$ cat src/rtl/lcm_pkg.sv
// ----------------------------------------------------------------------------
// lcm_pkg
// Shared types and constants for the cube map texel lighting block.
// ----------------------------------------------------------------------------
package lcm_pkg;

    localparam int CW       = 10;
    localparam int SQW      = 20;
    localparam int ACCW     = 36;
    localparam int PIPE_LAT = 8;

    localparam logic [2:0] CFG_MODE      = 3'd0;
    localparam logic [2:0] CFG_INDOORS   = 3'd1;
    localparam logic [2:0] CFG_AMBIENT   = 3'd2;
    localparam logic [2:0] CFG_SUN_DIR   = 3'd3;
    localparam logic [2:0] CFG_SUN_COLOR = 3'd4;
    localparam logic [2:0] CFG_COUNT     = 3'd5;

    localparam logic [1:0] MODE_LIGHT = 2'd1;
    localparam logic [1:0] MODE_SPEC  = 2'd2;

    localparam logic [47:0] AMBIENT_RESET = 48'h0800_0800_0800;

    localparam logic KIND_LOAD = 1'b1;

    typedef struct packed {
        logic        kind;
        logic [2:0]  face;
        logic [5:0]  pixel_x;
        logic [5:0]  pixel_y;
        logic [3:0]  light_slot;
        logic signed [15:0] light_dir_x;
        logic signed [15:0] light_dir_y;
        logic signed [15:0] light_dir_z;
        logic [15:0] light_red;
        logic [15:0] light_green;
        logic [15:0] light_blue;
        logic [1:0]  light_flags;
    } in_item_t;

    typedef struct packed {
        logic [7:0] texel_red;
        logic [7:0] texel_green;
        logic [7:0] texel_blue;
    } out_item_t;

    typedef struct packed {
        logic [1:0]  flags;
        logic [47:0] color;
        logic [47:0] dir;
    } light_t;

    typedef struct packed {
        logic        contrib;
        logic [47:0] color;
        logic [47:0] dir;
    } elem_t;

endpackage

$ cat src/rtl/lcm_cell.sv
// ----------------------------------------------------------------------------
// lcm_cell
// One light table entry of the rotating light ring.
// ----------------------------------------------------------------------------
module lcm_cell
(
    input  logic            clk,
    input  logic            rst_n,
    input  logic            shift,
    input  logic            wr_en,
    input  lcm_pkg::light_t wr_light,
    input  lcm_pkg::light_t prev,
    output lcm_pkg::light_t q
);

    logic [1:0]  flags_reg;
    logic [47:0] color_reg;
    logic [47:0] dir_reg;

    always_ff @(posedge clk or negedge rst_n)
    begin
        if (!rst_n)
        begin
            flags_reg <= 2'b00;
        end
        else if (wr_en)
        begin
            flags_reg <= wr_light.flags;
        end
        else if (shift)
        begin
            flags_reg <= prev.flags;
        end
    end

    always_ff @(posedge clk)
    begin
        if (wr_en)
        begin
            color_reg <= wr_light.color;
            dir_reg   <= wr_light.dir;
        end
        else if (shift)
        begin
            color_reg <= prev.color;
            dir_reg   <= prev.dir;
        end
    end

    assign q = '{flags: flags_reg, color: color_reg, dir: dir_reg};

endmodule

$ cat config.mk
export PLATFORM = sky130hd
export DESIGN_NAME = lcm_cell
export DESIGN_NICKNAME = d
export VERILOG_FILES = /design/src/rtl/lcm_pkg.sv /design/src/rtl/lcm_cell.sv
export SDC_FILE = /design/constraint.sdc
export NUM_CORES = 1
export LEC_CHECK = 0
export BUFFER_PORTS_ARGS = -buffer_cell sky130_fd_sc_hd__clkbuf_2
export CAP_MARGIN = 5
export CORE_AREA = 2 2 114 116
export DETAILED_ROUTE_END_ITERATION = 8
export DIE_AREA = 0 0 116 118
export PLACE_DENSITY = 0.71
export SYNTH_ARGS = -nofsm -noshare
export SYNTH_HDL_FRONTEND = slang
export SYNTH_SLANG_ARGS = --single-unit
$ cat constraint.sdc
create_clock -name clk -period 0.82 [get_ports clk]
set_clock_uncertainty 0.1 [all_clocks]
set_input_delay 0.041 -clock clk [delete_from_list [all_inputs] [get_ports clk]]
set_output_delay 0.041 -clock clk [all_outputs]
set_load 0.02 [all_outputs]
# Word-level counts from Yosys, hierarchy flattened
# Index checks and enable logic that the tools add are counted.
classes:
  n_mux: 6
  reduce_logical: 1
op_table:
  columns: ["op", "count"]
  rows:
  - ["$mux 48", 4]
  - ["$mux 2", 2]
  - ["$reduce_bool 2->1", 1]
word_totals:
  in_bits: 200
  ff_bits: 98
  wordCells: 10

# Depth between registers and ports, before layout
depth:
  depth_word: 2
  mapped_depth: 4
  depth_no_buf: 2

# Worst setup path before layout
# No wires, ideal clock.
synth_path:
  kind: "input-to-reg"
  start: "in wr_en"
  end: "reg color_reg[0] (enable)"
  path_buffers: 2
  path_stages: 3
  t_arrival_ns: 1.618
  t_required_ns: 0.306
  path_slack_ns: -1.312
  cell_sequence: "buf_6 > buf_6 > or2_2"
synth_via:
  elab_chain_cells: 1
synth_lines:
  columns: ["item", "line_no", "text"]
  rows:
  - ["from (decl)", "lcm_cell.sv:10", "input logic wr_en,"]
  - ["$reduce_bool 2->1 (no line)", null, null]
  - ["to (signal assigned)", "lcm_cell.sv:40", "color_reg <= wr_light.color;"]
  - ["to (signal assigned)", "lcm_cell.sv:45", "color_reg <= prev.color;"]
  - ["to (decl)", "lcm_cell.sv:17", "logic [47:0] color_reg;"]
# Every way passes these cells.
# A chain may end at the register's enable or synchronous reset.

# Worst setup path in the final report
layout_path:
  start: "reg flags_reg[1]"
  end: "out q[97] (netlist bit)"
layout_lines:
  columns: ["item", "line_no", "text"]
  rows:
  - ["from (decl)", "lcm_cell.sv:16", "logic [1:0] flags_reg;"]
  - ["from (signal assigned)", "lcm_cell.sv:28", "flags_reg <= wr_light.flags;"]
  - ["from (signal assigned)", "lcm_cell.sv:32", "flags_reg <= prev.flags;"]
  - ["to (decl)", "lcm_cell.sv:13", "output lcm_pkg::light_t q"]
# No word-level cell between the ends.

==> impl_metrics.env <==
export IMPL_yosys_warnings=0
export IMPL_peakVddDrop_uv=801
export IMPL_worst_path_buf_inv=2
export IMPL_syn_inst=212
export IMPL_drive_gt1_share_pct=79.2
export IMPL_post_drt_wl_per_cell_um=16.4
export IMPL_final_common_cell="clkbuf_2"
export IMPL_setup_viol=99
export IMPL_grt_pass1_vias=3232
export IMPL_vias=3148
export IMPL_slew_viol_final=0
export IMPL_diodes=0
export IMPL_synth_cell_types=11
export IMPL_core_mm2=0.0124
export IMPL_ios=298
export IMPL_crit_type="flop to output pin"
export IMPL_num_rows=41
export IMPL_cts_buffers=9
export IMPL_die_area_mm2=0.0137
export IMPL_synth_area_mux_share_pct=31.1
export IMPL_drt_iter0_markers=123
export IMPL_drtPass1Iterations=4
export IMPL_cts_buffer_depth=2
export IMPL_fin_setup_tns_ps=-19060
export IMPL_gp_congestion=0.791
export IMPL_powerDensity_mw_per_mm2=1940
export IMPL_critical_path_arrival_ps=1000
export IMPL_grt_total_usage_pct=15.8
export IMPL_synth_compound_area_share_pct=0.219
export IMPL_max_cap_violations=0
export IMPL_synth_seq_area_share_pct=64.3
export IMPL_area_delta_synth_final_pct=55.4
export IMPL_holdWs_ps=-106
export IMPL_grt_start_max_net_pins=49
export IMPL_antenna_found_initial=0
export IMPL_syn_area_per_cell_um2=21.5
export IMPL_finalNetCount=728
export IMPL_wirelength_um=11600
export IMPL_crit_slowest_cell="dfrtp_2"
export IMPL_fmax_ghz=0.877
export IMPL_final_hold_viol_count=96
export IMPL_crit_family="flip-flops"
export IMPL_cts_setup_buffers=0
export IMPL_min_period_ps=1140
export IMPL_path_cells="buf_6 -> buf_8"
export IMPL_p_leak_uw=0.00339
export IMPL_syn_nets=412
export IMPL_fin_total_pwr_uw=13700
export IMPL_die_w_um=116
export IMPL_start_util_pct=36.8
export IMPL_hp_class="primary input to flop"
export IMPL_cts_tree="built"
export IMPL_slew_headroom_pct=82.2
export IMPL_drc=0
export IMPL_cp_start_kind="flop"
export IMPL_hold_buffers=6
export IMPL_synth_top_family_by_area="multiplexers"
export IMPL_dpl_hpwl_um=8830
export IMPL_final_cell_mix="clkbuf_2 (200), edfxtp_1 (96), mux2_4 (85), buf_6 (73), buf_2 (19)"
export IMPL_worst_slew_pin_slew_ps=267
export IMPL_ant_nets=0
export IMPL_root_buffer="clkbuf_16"
export IMPL_syn_area_mm2=0.00456
export IMPL_finalCritPeriodShare_pct=139
export IMPL_grt_ovfl_total=0
export IMPL_htreeDepth=3
export IMPL_required_ps=680
export IMPL_cp_slowest_stage_delay_ps=420
export IMPL_synthSimpleGateAreaFrac_pct=0.302
export IMPL_rsz0062_at_grt="true"
export IMPL_port_buffers=297
export IMPL_chipHeight_um=118
export IMPL_clkSlewWorstSetupHoldPaths_ps=70
export IMPL_insertion_delay_ps=340
export IMPL_synth_seq_cells=98
export IMPL_cp_max_fo=2
export IMPL_synth_fa_ha_area_share_pct=0
export IMPL_avgViaCountPerCell=4.47
export IMPL_grt_pass1_wl_um=16300
export IMPL_synth_xor_area_share_pct=0
export IMPL_timing_final_ws_setup_ps=-320
export IMPL_violations="hold timing, setup timing"
export IMPL_clkSinkCount=98
export IMPL_status="finished, violations left"
export IMPL_cp_end_kind="output pin"
## final timing paths
kind | from | end | slack (ps) | cells past startpoint
setup / recovery | flags_reg[1] | q[97] | -320 | 2
hold / removal | wr_light[57] | color_reg[9] | -110 | 2
setup reg to reg | flags_reg[1] | flags_reg[1] | -10 | 2
hold reg to reg | flags_reg[0] | flags_reg[0] | 480 | 2
max in group asynchronous | rst_n | flags_reg[0] | 20 | 3
min in group asynchronous | rst_n | flags_reg[1] | 460 | 3
## timing repair
action / CTS / global route
setup endpoints to repair: 99 / 100
cloned: 0 / 0
pin swaps: 0 / 0
endpoints found under the hold margin: 100 / 96
gates resized for setup: 12 / 238
## cells by family (layout without fill, tap and decap cells)
family                 after synthesis  in the layout
AND/OR/NAND/NOR                      3              3
flip-flops                          98             98
multiplexers                        98             98
buffers and inverters               11            332
AO/OA/AOI/OAI                        2              2
## cell type report
| cell class | count | area (um2) |
|---|---|---|
| Fill cell | 1013 | 5320 |
| Tap cell | 172 | 215 |
| Timing Repair Buffer | 316 | 2210 |
| Sequential cell | 98 | 2940 |
| Clock buffer | 10 | 229 |
| Multi-Input combinational cell | 103 | 1450 |
| Clock inverter | 6 | 57.6 |
## metal layers
metal	wire (um)	global-route usage, %	up-vias
li1	-	-	1461
met1	3960	16.1	1468
met2	6200	28.0	192
met3	1050	5.05	27
met4	363	8.71	0
met5	0	0	-
## worst register-to-register path, delay by kind of cell (launching register included)
| kind | cells | cell delay, ps |
|---|---|---|
| compound gates | 1 | 70 |
| flops | 1 | 420 |
| mux | 1 | 130 |
## through the flow
step	util (%)	hold WS, ps	area [um2]	instances	setup slack, ps
floorplan	-	-355	4600	212	-758
global placement	50.3	-268	6250	683	-319
detailed placement	50.3	-270	6250	683	-339
CTS	53.5	-121	6640	705	-348
global route	57.1	-117	7090	705	-356
finish	57.1	-106	7090	705	-320
## power by group
group	total [uW]	leakage [uW]	internal [uW]	switching, uW
Clock	4130	0.000134	2340	1790
Combinational	3230	0.00226	1810	1420
Sequential	6390	0.00100	6150	240
Total	13700	0.00339	10300	3450
## Yosys cell counts
master | number | area (um2)
buf_12 | 8 | 160
edfxtp_1 | 96 | 2880
dfrtp_1 | 2 | 50.1
mux2_4 | 85 | 1280
mux2i_1 | 2 | 20.0
nand2_1 | 2 | 7.51
or2_2 | 1 | 6.26
o21ai_0 | 2 | 10.0
buf_2 | 1 | 5.00
buf_6 | 2 | 22.5
mux2_2 | 11 | 124
Note: power is estimated with default switching activity, not from simulation.
