[config.mk]
export PLATFORM = sky130hd
export DESIGN_NAME = lcm_norm
export DESIGN_NICKNAME = d
export VERILOG_FILES = /design/src/rtl/lcm_pkg.sv /design/src/rtl/lcm_norm.sv
export SDC_FILE = /design/constraint.sdc
export NUM_CORES = 1
export LEC_CHECK = 0
export ABC_AREA = 1
export BUFFER_PORTS_ARGS = -buffer_cell sky130_fd_sc_hd__buf_2
export CAP_MARGIN = 20
export CORE_AREA = 2 2 272 274
export DETAILED_ROUTE_END_ITERATION = 7
export DIE_AREA = 0 0 274 276
export SLEW_MARGIN = 20
export SYNTH_ARGS = -nofsm -noshare
export SYNTH_HDL_FRONTEND = slang
export SYNTH_SLANG_ARGS = --single-unit
[constraint.sdc]
create_clock -name clk -period 10.85 [get_ports clk]
set_input_delay 0.5425 -clock clk [delete_from_list [all_inputs] [get_ports clk]]
set_output_delay 0.5425 -clock clk [all_outputs]
set_load 0.03 [all_outputs]
[src/rtl/lcm_pkg.sv]
// ----------------------------------------------------------------------------
// lcm_pkg
// Shared types and constants for the cube map texel lighting block.
// ----------------------------------------------------------------------------
package lcm_pkg;

    localparam int CW       = 10;
    localparam int SQW      = 20;
    localparam int ACCW     = 36;
    localparam int PIPE_LAT = 8;

    localparam logic [2:0] CFG_MODE      = 3'd0;
    localparam logic [2:0] CFG_INDOORS   = 3'd1;
    localparam logic [2:0] CFG_AMBIENT   = 3'd2;
    localparam logic [2:0] CFG_SUN_DIR   = 3'd3;
    localparam logic [2:0] CFG_SUN_COLOR = 3'd4;
    localparam logic [2:0] CFG_COUNT     = 3'd5;

    localparam logic [1:0] MODE_LIGHT = 2'd1;
    localparam logic [1:0] MODE_SPEC  = 2'd2;

    localparam logic [47:0] AMBIENT_RESET = 48'h0800_0800_0800;

    localparam logic KIND_LOAD = 1'b1;

    typedef struct packed {
        logic        kind;
        logic [2:0]  face;
        logic [5:0]  pixel_x;
        logic [5:0]  pixel_y;
        logic [3:0]  light_slot;
        logic signed [15:0] light_dir_x;
        logic signed [15:0] light_dir_y;
        logic signed [15:0] light_dir_z;
        logic [15:0] light_red;
        logic [15:0] light_green;
        logic [15:0] light_blue;
        logic [1:0]  light_flags;
    } in_item_t;

    typedef struct packed {
        logic [7:0] texel_red;
        logic [7:0] texel_green;
        logic [7:0] texel_blue;
    } out_item_t;

    typedef struct packed {
        logic [1:0]  flags;
        logic [47:0] color;
        logic [47:0] dir;
    } light_t;

    typedef struct packed {
        logic        contrib;
        logic [47:0] color;
        logic [47:0] dir;
    } elem_t;

endpackage

[src/rtl/lcm_norm.sv]
// ----------------------------------------------------------------------------
// lcm_norm
// Pixel direction normalizer: bit-serial square root, then three restoring
// dividers in parallel giving Q1.14 components.
// ----------------------------------------------------------------------------
module lcm_norm
(
    input  logic                             clk,
    input  logic                             rst_n,
    input  logic                             start,
    input  logic signed [lcm_pkg::CW-1:0]    vec [3],
    input  logic [lcm_pkg::SQW-1:0]          sumsq,
    output logic                             done,
    output logic [47:0]                      normal
);

    localparam logic [1:0] PH_IDLE = 2'd0;
    localparam logic [1:0] PH_SQRT = 2'd1;
    localparam logic [1:0] PH_DIV  = 2'd2;

    logic [1:0]  phase_reg, phase_next;
    logic [3:0]  step_reg, step_next;
    logic        done_reg, done_next;

    logic [47:0] rem_reg, root_reg, bit_reg;
    logic [47:0] trial, rem_sq_next, root_sq_next;
    logic        sq_ge;
    logic [23:0] len;

    logic [lcm_pkg::CW-1:0] mag_reg [3];
    logic [2:0]             sign_reg;
    logic [39:0]            num_reg [3];
    logic [39:0]            num_next [3];
    logic [39:0]            num_init [3];
    logic [39:0]            den_reg;
    logic [15:0]            quo_reg [3];
    logic [15:0]            quo_next [3];
    logic [47:0]            normal_reg, normal_next;
    logic [14:0]            qmag [3];

    always_comb
    begin
        trial        = root_reg + bit_reg;
        sq_ge        = rem_reg >= trial;
        rem_sq_next  = sq_ge ? rem_reg - trial : rem_reg;
        root_sq_next = sq_ge ? (root_reg >> 1) + bit_reg : root_reg >> 1;
        len          = (root_sq_next[23:0] == 24'd0) ? 24'd1 : root_sq_next[23:0];
        for (int k = 0; k < 3; k++)
        begin
            num_init[k] = (40'(mag_reg[k]) << 28) + 40'(len >> 1);
            if (num_reg[k] >= den_reg)
            begin
                num_next[k] = num_reg[k] - den_reg;
                quo_next[k] = {quo_reg[k][14:0], 1'b1};
            end
            else
            begin
                num_next[k] = num_reg[k];
                quo_next[k] = {quo_reg[k][14:0], 1'b0};
            end
            qmag[k] = (quo_next[k] > 16'd16384) ? 15'd16384 : quo_next[k][14:0];
            normal_next[16*k +: 16] = sign_reg[k] ? -{1'b0, qmag[k]} : {1'b0, qmag[k]};
        end
    end

    always_comb
    begin
        phase_next = phase_reg;
        step_next  = step_reg;
        done_next  = 1'b0;
        unique case (phase_reg)
            PH_SQRT:
            begin
                if (bit_reg[0])
                begin
                    phase_next = PH_DIV;
                    step_next  = 4'd0;
                end
            end
            PH_DIV:
            begin
                step_next = step_reg + 4'd1;
                if (step_reg == 4'd15)
                begin
                    phase_next = PH_IDLE;
                    done_next  = 1'b1;
                end
            end
            default:
            begin
                if (start)
                begin
                    phase_next = PH_SQRT;
                end
            end
        endcase
    end

    always_ff @(posedge clk or negedge rst_n)
    begin
        if (!rst_n)
        begin
            phase_reg <= PH_IDLE;
            step_reg  <= 4'd0;
            done_reg  <= 1'b0;
        end
        else
        begin
            phase_reg <= phase_next;
            step_reg  <= step_next;
            done_reg  <= done_next;
        end
    end

    always_ff @(posedge clk)
    begin
        if (phase_reg == PH_IDLE && start)
        begin
            rem_reg  <= {sumsq, 28'd0};
            root_reg <= 48'd0;
            bit_reg  <= 48'd1 << 46;
            for (int k = 0; k < 3; k++)
            begin
                sign_reg[k] <= vec[k][lcm_pkg::CW-1];
                mag_reg[k]  <= vec[k][lcm_pkg::CW-1] ? -vec[k] : vec[k];
            end
        end
        else if (phase_reg == PH_SQRT)
        begin
            rem_reg  <= rem_sq_next;
            root_reg <= root_sq_next;
            bit_reg  <= bit_reg >> 2;
            if (bit_reg[0])
            begin
                den_reg <= 40'(len) << 15;
                for (int k = 0; k < 3; k++)
                begin
                    num_reg[k] <= num_init[k];
                    quo_reg[k] <= 16'd0;
                end
            end
        end
        else if (phase_reg == PH_DIV)
        begin
            den_reg <= den_reg >> 1;
            for (int k = 0; k < 3; k++)
            begin
                num_reg[k] <= num_next[k];
                quo_reg[k] <= quo_next[k];
            end
            if (step_reg == 4'd15)
            begin
                normal_reg <= normal_next;
            end
        end
    end

    assign done   = done_reg;
    assign normal = normal_reg;

endmodule

Word-level counts from Yosys, hierarchy flattened
Memories as Yosys holds them, arrays and structs flattened.
Index checks and enable logic that the tools add are counted.
- add/subtract/negate cells: 16
- multiplexer cells: 47
- equality and inequality tests: 5
- order comparisons: 7
- reductions and logical operators: 13
- bitwise gates (word level): 8
- operator list (cell ; count):
    40-bit 2-to-1 mux ; 9
    48-bit 2-to-1 mux ; 4
    40-bit >= comparator ; 3
    40-bit subtractor ; 3
    38-bit by 23-bit adder with 39-bit output ; 3
    15-bit 2-to-1 mux ; 6
    47-bit by 47-bit adder with 48-bit output ; 1
    48-bit by 47-bit adder with 48-bit output ; 1
    48-bit >= comparator ; 1
    16-bit by 15-bit > comparator with 1-bit output, second input constant ; 3
    16-bit 2-to-1 mux ; 3
    15-bit negation with 16-bit output ; 3
    48-bit subtractor ; 1
    10-bit 2-to-1 mux ; 3
    10-bit negation ; 3
    24-bit zero test ; 1
    24-bit 2-to-1 mux ; 1
    1-bit 2-to-1 mux ; 15
    4-bit case mux with 2 select lines ; 1
    2-bit 2-to-1 mux ; 3
    1-bit OR ; 6
    2-bit AND reduction ; 3
    3-bit AND reduction ; 2
    2-bit nonzero test ; 3
    other kinds (13) ; 14
- output and inout port bits: 49
- bits of input ports: 53
- memory bits (writable): 198
- memories: 3
- register bits: 218
- logic and storage cells: 112
- memory list (memory ; depth ; width ; rd ports ; clocked after memory_dff ; write ports ; line ; text):
    num_reg ; 3 ; 40 ; 3 ; 0 ; 3 ; lcm_norm.sv:32 ; logic [39:0] num_reg [3];
    quo_reg ; 3 ; 16 ; 3 ; 0 ; 3 ; lcm_norm.sv:36 ; logic [15:0] quo_reg [3];
    mag_reg ; 3 ; 10 ; 3 ; 0 ; 3 ; lcm_norm.sv:30 ; logic [lcm_pkg::CW-1:0] mag_reg [3];

Longest topological paths before layout
- word-level depth: 7
- gate-level depth with buffers: 31

Least setup slack after synthesis
Ideal clock, no wire load.
- path type: reg-to-reg
- start point: register phase_reg[0]
- end point: register normal_reg[0] (netlist: normal[0]) (enable)
- arrival: 5975 ps
- cell stages (with the launch flop): 9
- setup slack: 4302 ps
- path buffers: 1
- period minus slack after synthesis: 6548 ps
- library setup time: 573 ps
- cells stage by stage: dfrtp_1 > inv_1 > ha_1 > nand2_1 > clkinv_1 > nor2_1 > inv_1 > clkbuf_1 > nor4_1
- word-level cells in the longest chain between the ends: 4
- elaborated cells between the ends (all ways): 7
- RTL lines (what ; line ; text):
    start, declared ; lcm_norm.sv:21 ; logic [1:0] phase_reg, phase_next;
    start signal, assigned ; lcm_norm.sv:109 ; phase_reg <= phase_next;
    2-bit zero test ; lcm_norm.sv:117 ; if (phase_reg == PH_IDLE && start)
    1-bit logical AND ; lcm_norm.sv:117 ;
    1-bit NOT (no source line) ; n/a ;
    4-bit AND reduction (no source line) (*) ; n/a ;
    end signal, assigned ; lcm_norm.sv:153 ; normal_reg <= normal_next;
    end, declared ; lcm_norm.sv:38 ; logic [47:0] normal_reg, normal_next;
Every way passes the cells marked *; elsewhere a longest branch is shown, timed or not.
A chain may end at the register's enable or synchronous reset.

Final worst setup path
- start point: register bit_reg[0]
- end point: register rem_reg[45] (enable)
- word-level cells in the longest chain between the ends: 4
- RTL lines (what ; line ; text):
    start, declared ; lcm_norm.sv:25 ; logic [47:0] rem_reg, root_reg, bit_reg;
    start signal, assigned ; lcm_norm.sv:121 ; bit_reg <= 48'd1 << 46;
    start signal, assigned ; lcm_norm.sv:132 ; bit_reg <= bit_reg >> 2;
    48-bit by 47-bit adder with 48-bit output ; lcm_norm.sv:43 ; trial = root_reg + bit_reg;
    48-bit >= comparator ; lcm_norm.sv:44 ; sq_ge = rem_reg >= trial;
    2-bit nonzero test (no source line) ; n/a ;
    2-bit AND reduction (no source line) ; n/a ;
    end signal, assigned ; lcm_norm.sv:119 ; rem_reg <= {sumsq, 28'd0};
    end signal, assigned ; lcm_norm.sv:130 ; rem_reg <= rem_sq_next;
    end, declared ; lcm_norm.sv:25 ;
No other way between the ends.

==> impl_metrics.tcl <==
set metrics [dict create \
    drt_iter0_markers 2284 \
    grt_pass1_vias 29800 \
    postCtsSetupRepairBufs 0 \
    ff2ff_setup_slack_ps 4360 \
    synth_top_area_share_pct 28.3 \
    synth-async-reset-ratio_pct 1.70 \
    place_inst 5541 \
    cp_top_family "buffers and inverters" \
    wl_per_cell_microns 18.8 \
    clk_path_buf_depth 3 \
    max-slew-margin-rel_pct 34.2 \
    largest_register_ffs 120 \
    endpoint_kind "register" \
    fp.dieH_microns 276 \
    worst_pin_slew_ps 977 \
    avgSynthCellArea_sq_um 7.13 \
    leakage_nw 15.6 \
    grt_pass1_wl_mm 164 \
    min_path_type "in2reg" \
    ant_nets 0 \
    overflow 0 \
    ys_seq_area_share_pct 35.0 \
    ioPinCount 102 \
    area_growth_pct 10.2 \
    cts_max_level 2 \
    path_common_cell "a21oi_1" \
    drtPass1Iterations 6 \
    worstPathArrival_ps 6730 \
    clock-root-buffer "clkbuf_16" \
    layout_min_cycle_time_ps 6490 \
    grt_usage_pct 27.6 \
    seq_area_sq_um 11300 \
    grt_max_degree 73 \
    crit_path_max_fanout 58 \
    finalInstanceArea_sq_um 35700 \
    synthDistinctLibCells 62 \
    routed_wl_mm 106 \
    place_congestion 0.994 \
    cts.sinks 412 \
    multi_input_area_sq_um 18300 \
    layout.nets 4920 \
    die_x_microns 274 \
    yosys_warnings 0 \
    dr_total_vias 30800 \
    instances_no_fill 5641 \
    start_util_pct 44.6 \
    row_count 99 \
    finClkSkew_ps 22.1 \
    fin_crit_sh_pct 59.8 \
    dr_wl_met3_mm 4.67 \
    port_buffers 101 \
    diodes 0 \
    tns_ps 0 \
    r2r_cells 26 \
    critical_path_required_ps 11090 \
    synthTopCellsByArea "edfxtp_1, nand2_1, ha_1" \
    syn_area_sq_um 32400 \
    synthesis.nets 4826 \
    finalHoldViolations 0 \
    worstSkewPairLatency_ps 630 \
    num-fill-cells 7509 \
    slowest_delay_ps 710 \
    tritoncts "yes" \
    wl_met1_mm 46.0 \
    cts_hold_buffers 1 \
    maxCapViolations 0 \
    antenna_found_initial 0 \
    vias_per_cell 5.46 \
    synth.most_common_cell "nand2_1" \
    layout-drive-gt1-share_pct 6.39 \
    drc 0 \
    timing.final.max_slew_violations 0 \
    numCtsBuffers 53 \
    max_clock_freq_mhz 154 \
    cts_resized 0 \
    hold_path.startpoint "vec[10]" \
    synthCells 4544 \
    topRoutingLayerUsed "met4" \
    core-area_sq_um 72600 \
    criticalPathCategory "reg2reg" \
    crit_buf_inv 4 \
    place_area_sq_um 33900 \
    status "complete, no violations" \
    synth_edf_count 305 \
    synth-seq-cells 412 \
    clkTransAtPathRegs_ps 60 \
    post-synth-top-area-cell "edfxtp_1" \
    setup_viol 0 \
    dp_hpwl_mm 83.0 \
    cp-start-kind "register" \
    synth.cells.most_frequent "nand2_1, inv_1, nor2_1" \
    cp_slowest_cell "inv_1" \
    r2r-start "bit_reg[0]$_SDFFE_PP0P_" \
    whs_endpoint "mag_reg[0][10]$_DFFE_PP_" \
    pwr_density_cell_nw_per_um2 343 \
    post-route-util_pct 49.2 \
    timing.rr.end "rem_reg[45]$_DFFE_PP_" \
    synth_flop_cell "edfxtp_1" \
    ir_drop_v 0.000224 \
    wl_met2_mm 51.6 \
    hold_depth 1 \
    grt_setup_unrepaired "no" \
    whs_ps 135 \
    fp.dieArea_sq_um 75600 \
]
[cells by family after synthesis]
logic type,synth area share (%)
compound gates,16.4
xor+xnor,4.73
fa+ha+maj,8.93
buf+inv,8.70
flops,35.0
simple gates,26.2
[cell type report]
cell class	count	share of cell area (%)
Multi-Input combinational cell	3404	51.3
Clock buffer	58	3.77
Timing Repair Buffer	122	1.86
Clock inverter	41	1.12
Sequential cell	412	31.8
Tap cell	959	3.36
Inverter	645	6.79
[cells in the final DEF, fill, tap and decap left out, types with 25 or more instances in the layout]
| cell type | instances |
|---|---|
| nand3_1 | 202 |
| dfxtp_1 | 100 |
| inv_1 | 632 |
| a21o_1 | 34 |
| a21oi_1 | 305 |
| clkbuf_16 | 53 |
| xnor2_1 | 62 |
| buf_2 | 101 |
| nor3_1 | 56 |
| xor2_1 | 113 |
| o21ai_0 | 382 |
| nand4_1 | 54 |
| nor4_1 | 27 |
| o22ai_1 | 35 |
| a31oi_1 | 47 |
| edfxtp_1 | 305 |
| o21bai_1 | 29 |
| nand2_1 | 1134 |
| or2_2 | 25 |
| nor2_1 | 488 |
| ha_1 | 223 |
[worst register-to-register path: stages (launching register included)]
cell and delay (ps):
dfxtp_1 430, ha_1 260, ha_1 280, nand2_1 70, a21oi_1 210, nand2_1 70, a21oi_1 190, nand2_1 70
a21oi_1 380, a21oi_1 210, o21bai_1 240, a21oi_1 110, xor2_1 170, ha_1 370, nand2_1 150, nor2_4 120
nand3_2 100, nor2_4 140, nor2b_4 150, nand2_2 300, nand3_2 170, buf_4 550, nand2_2 170, clkinv_2 160
nor2_1 60, buf_4 250, inv_1 720
[per-layer routing]
layer,vias to the layer above,track usage (%)
li1,15400,-
met1,14300,35.5
met2,843,48.2
met3,190,2.43
met4,0,9.25
met5,-,0
[worst max-delay path by stage]
stage	startpoint	end	slack, ps	cells after the start
2_1_floorplan	phase_reg[0]$_DFFE_PN0P_	normal[0]$_DFFE_PP_	4300	8
3_3_place_gp	bit_reg[0]$_SDFFE_PP0P_	rem_reg[39]$_DFFE_PP_	4530	26
3_5_place_dp	bit_reg[0]$_SDFFE_PP0P_	rem_reg[39]$_DFFE_PP_	4360	26
4_1_cts	bit_reg[0]$_SDFFE_PP0P_	rem_reg[47]$_DFFE_PP_	4350	26
5_1_grt	bit_reg[0]$_SDFFE_PP0P_	rem_reg[45]$_DFFE_PP_	3710	26
6_report	bit_reg[0]$_SDFFE_PP0P_	rem_reg[45]$_DFFE_PP_	4360	26
[metrics by stage]
step                      worst slack [ps]  total power (W)
final                                 4360           0.0123
after global routing                  3710           0.0133
after CTS                             4350           0.0122
after detailed placement              4360           0.0104
after global placement                4530           0.0104
after floorplan                       4300          0.00814
[report_power, final]
part           switching [W]  internal (W)
combinational        0.00533       0.00238
clock               0.000753       0.00104
sequential          0.000335       0.00242
Power figures use the tool's default switching activity.
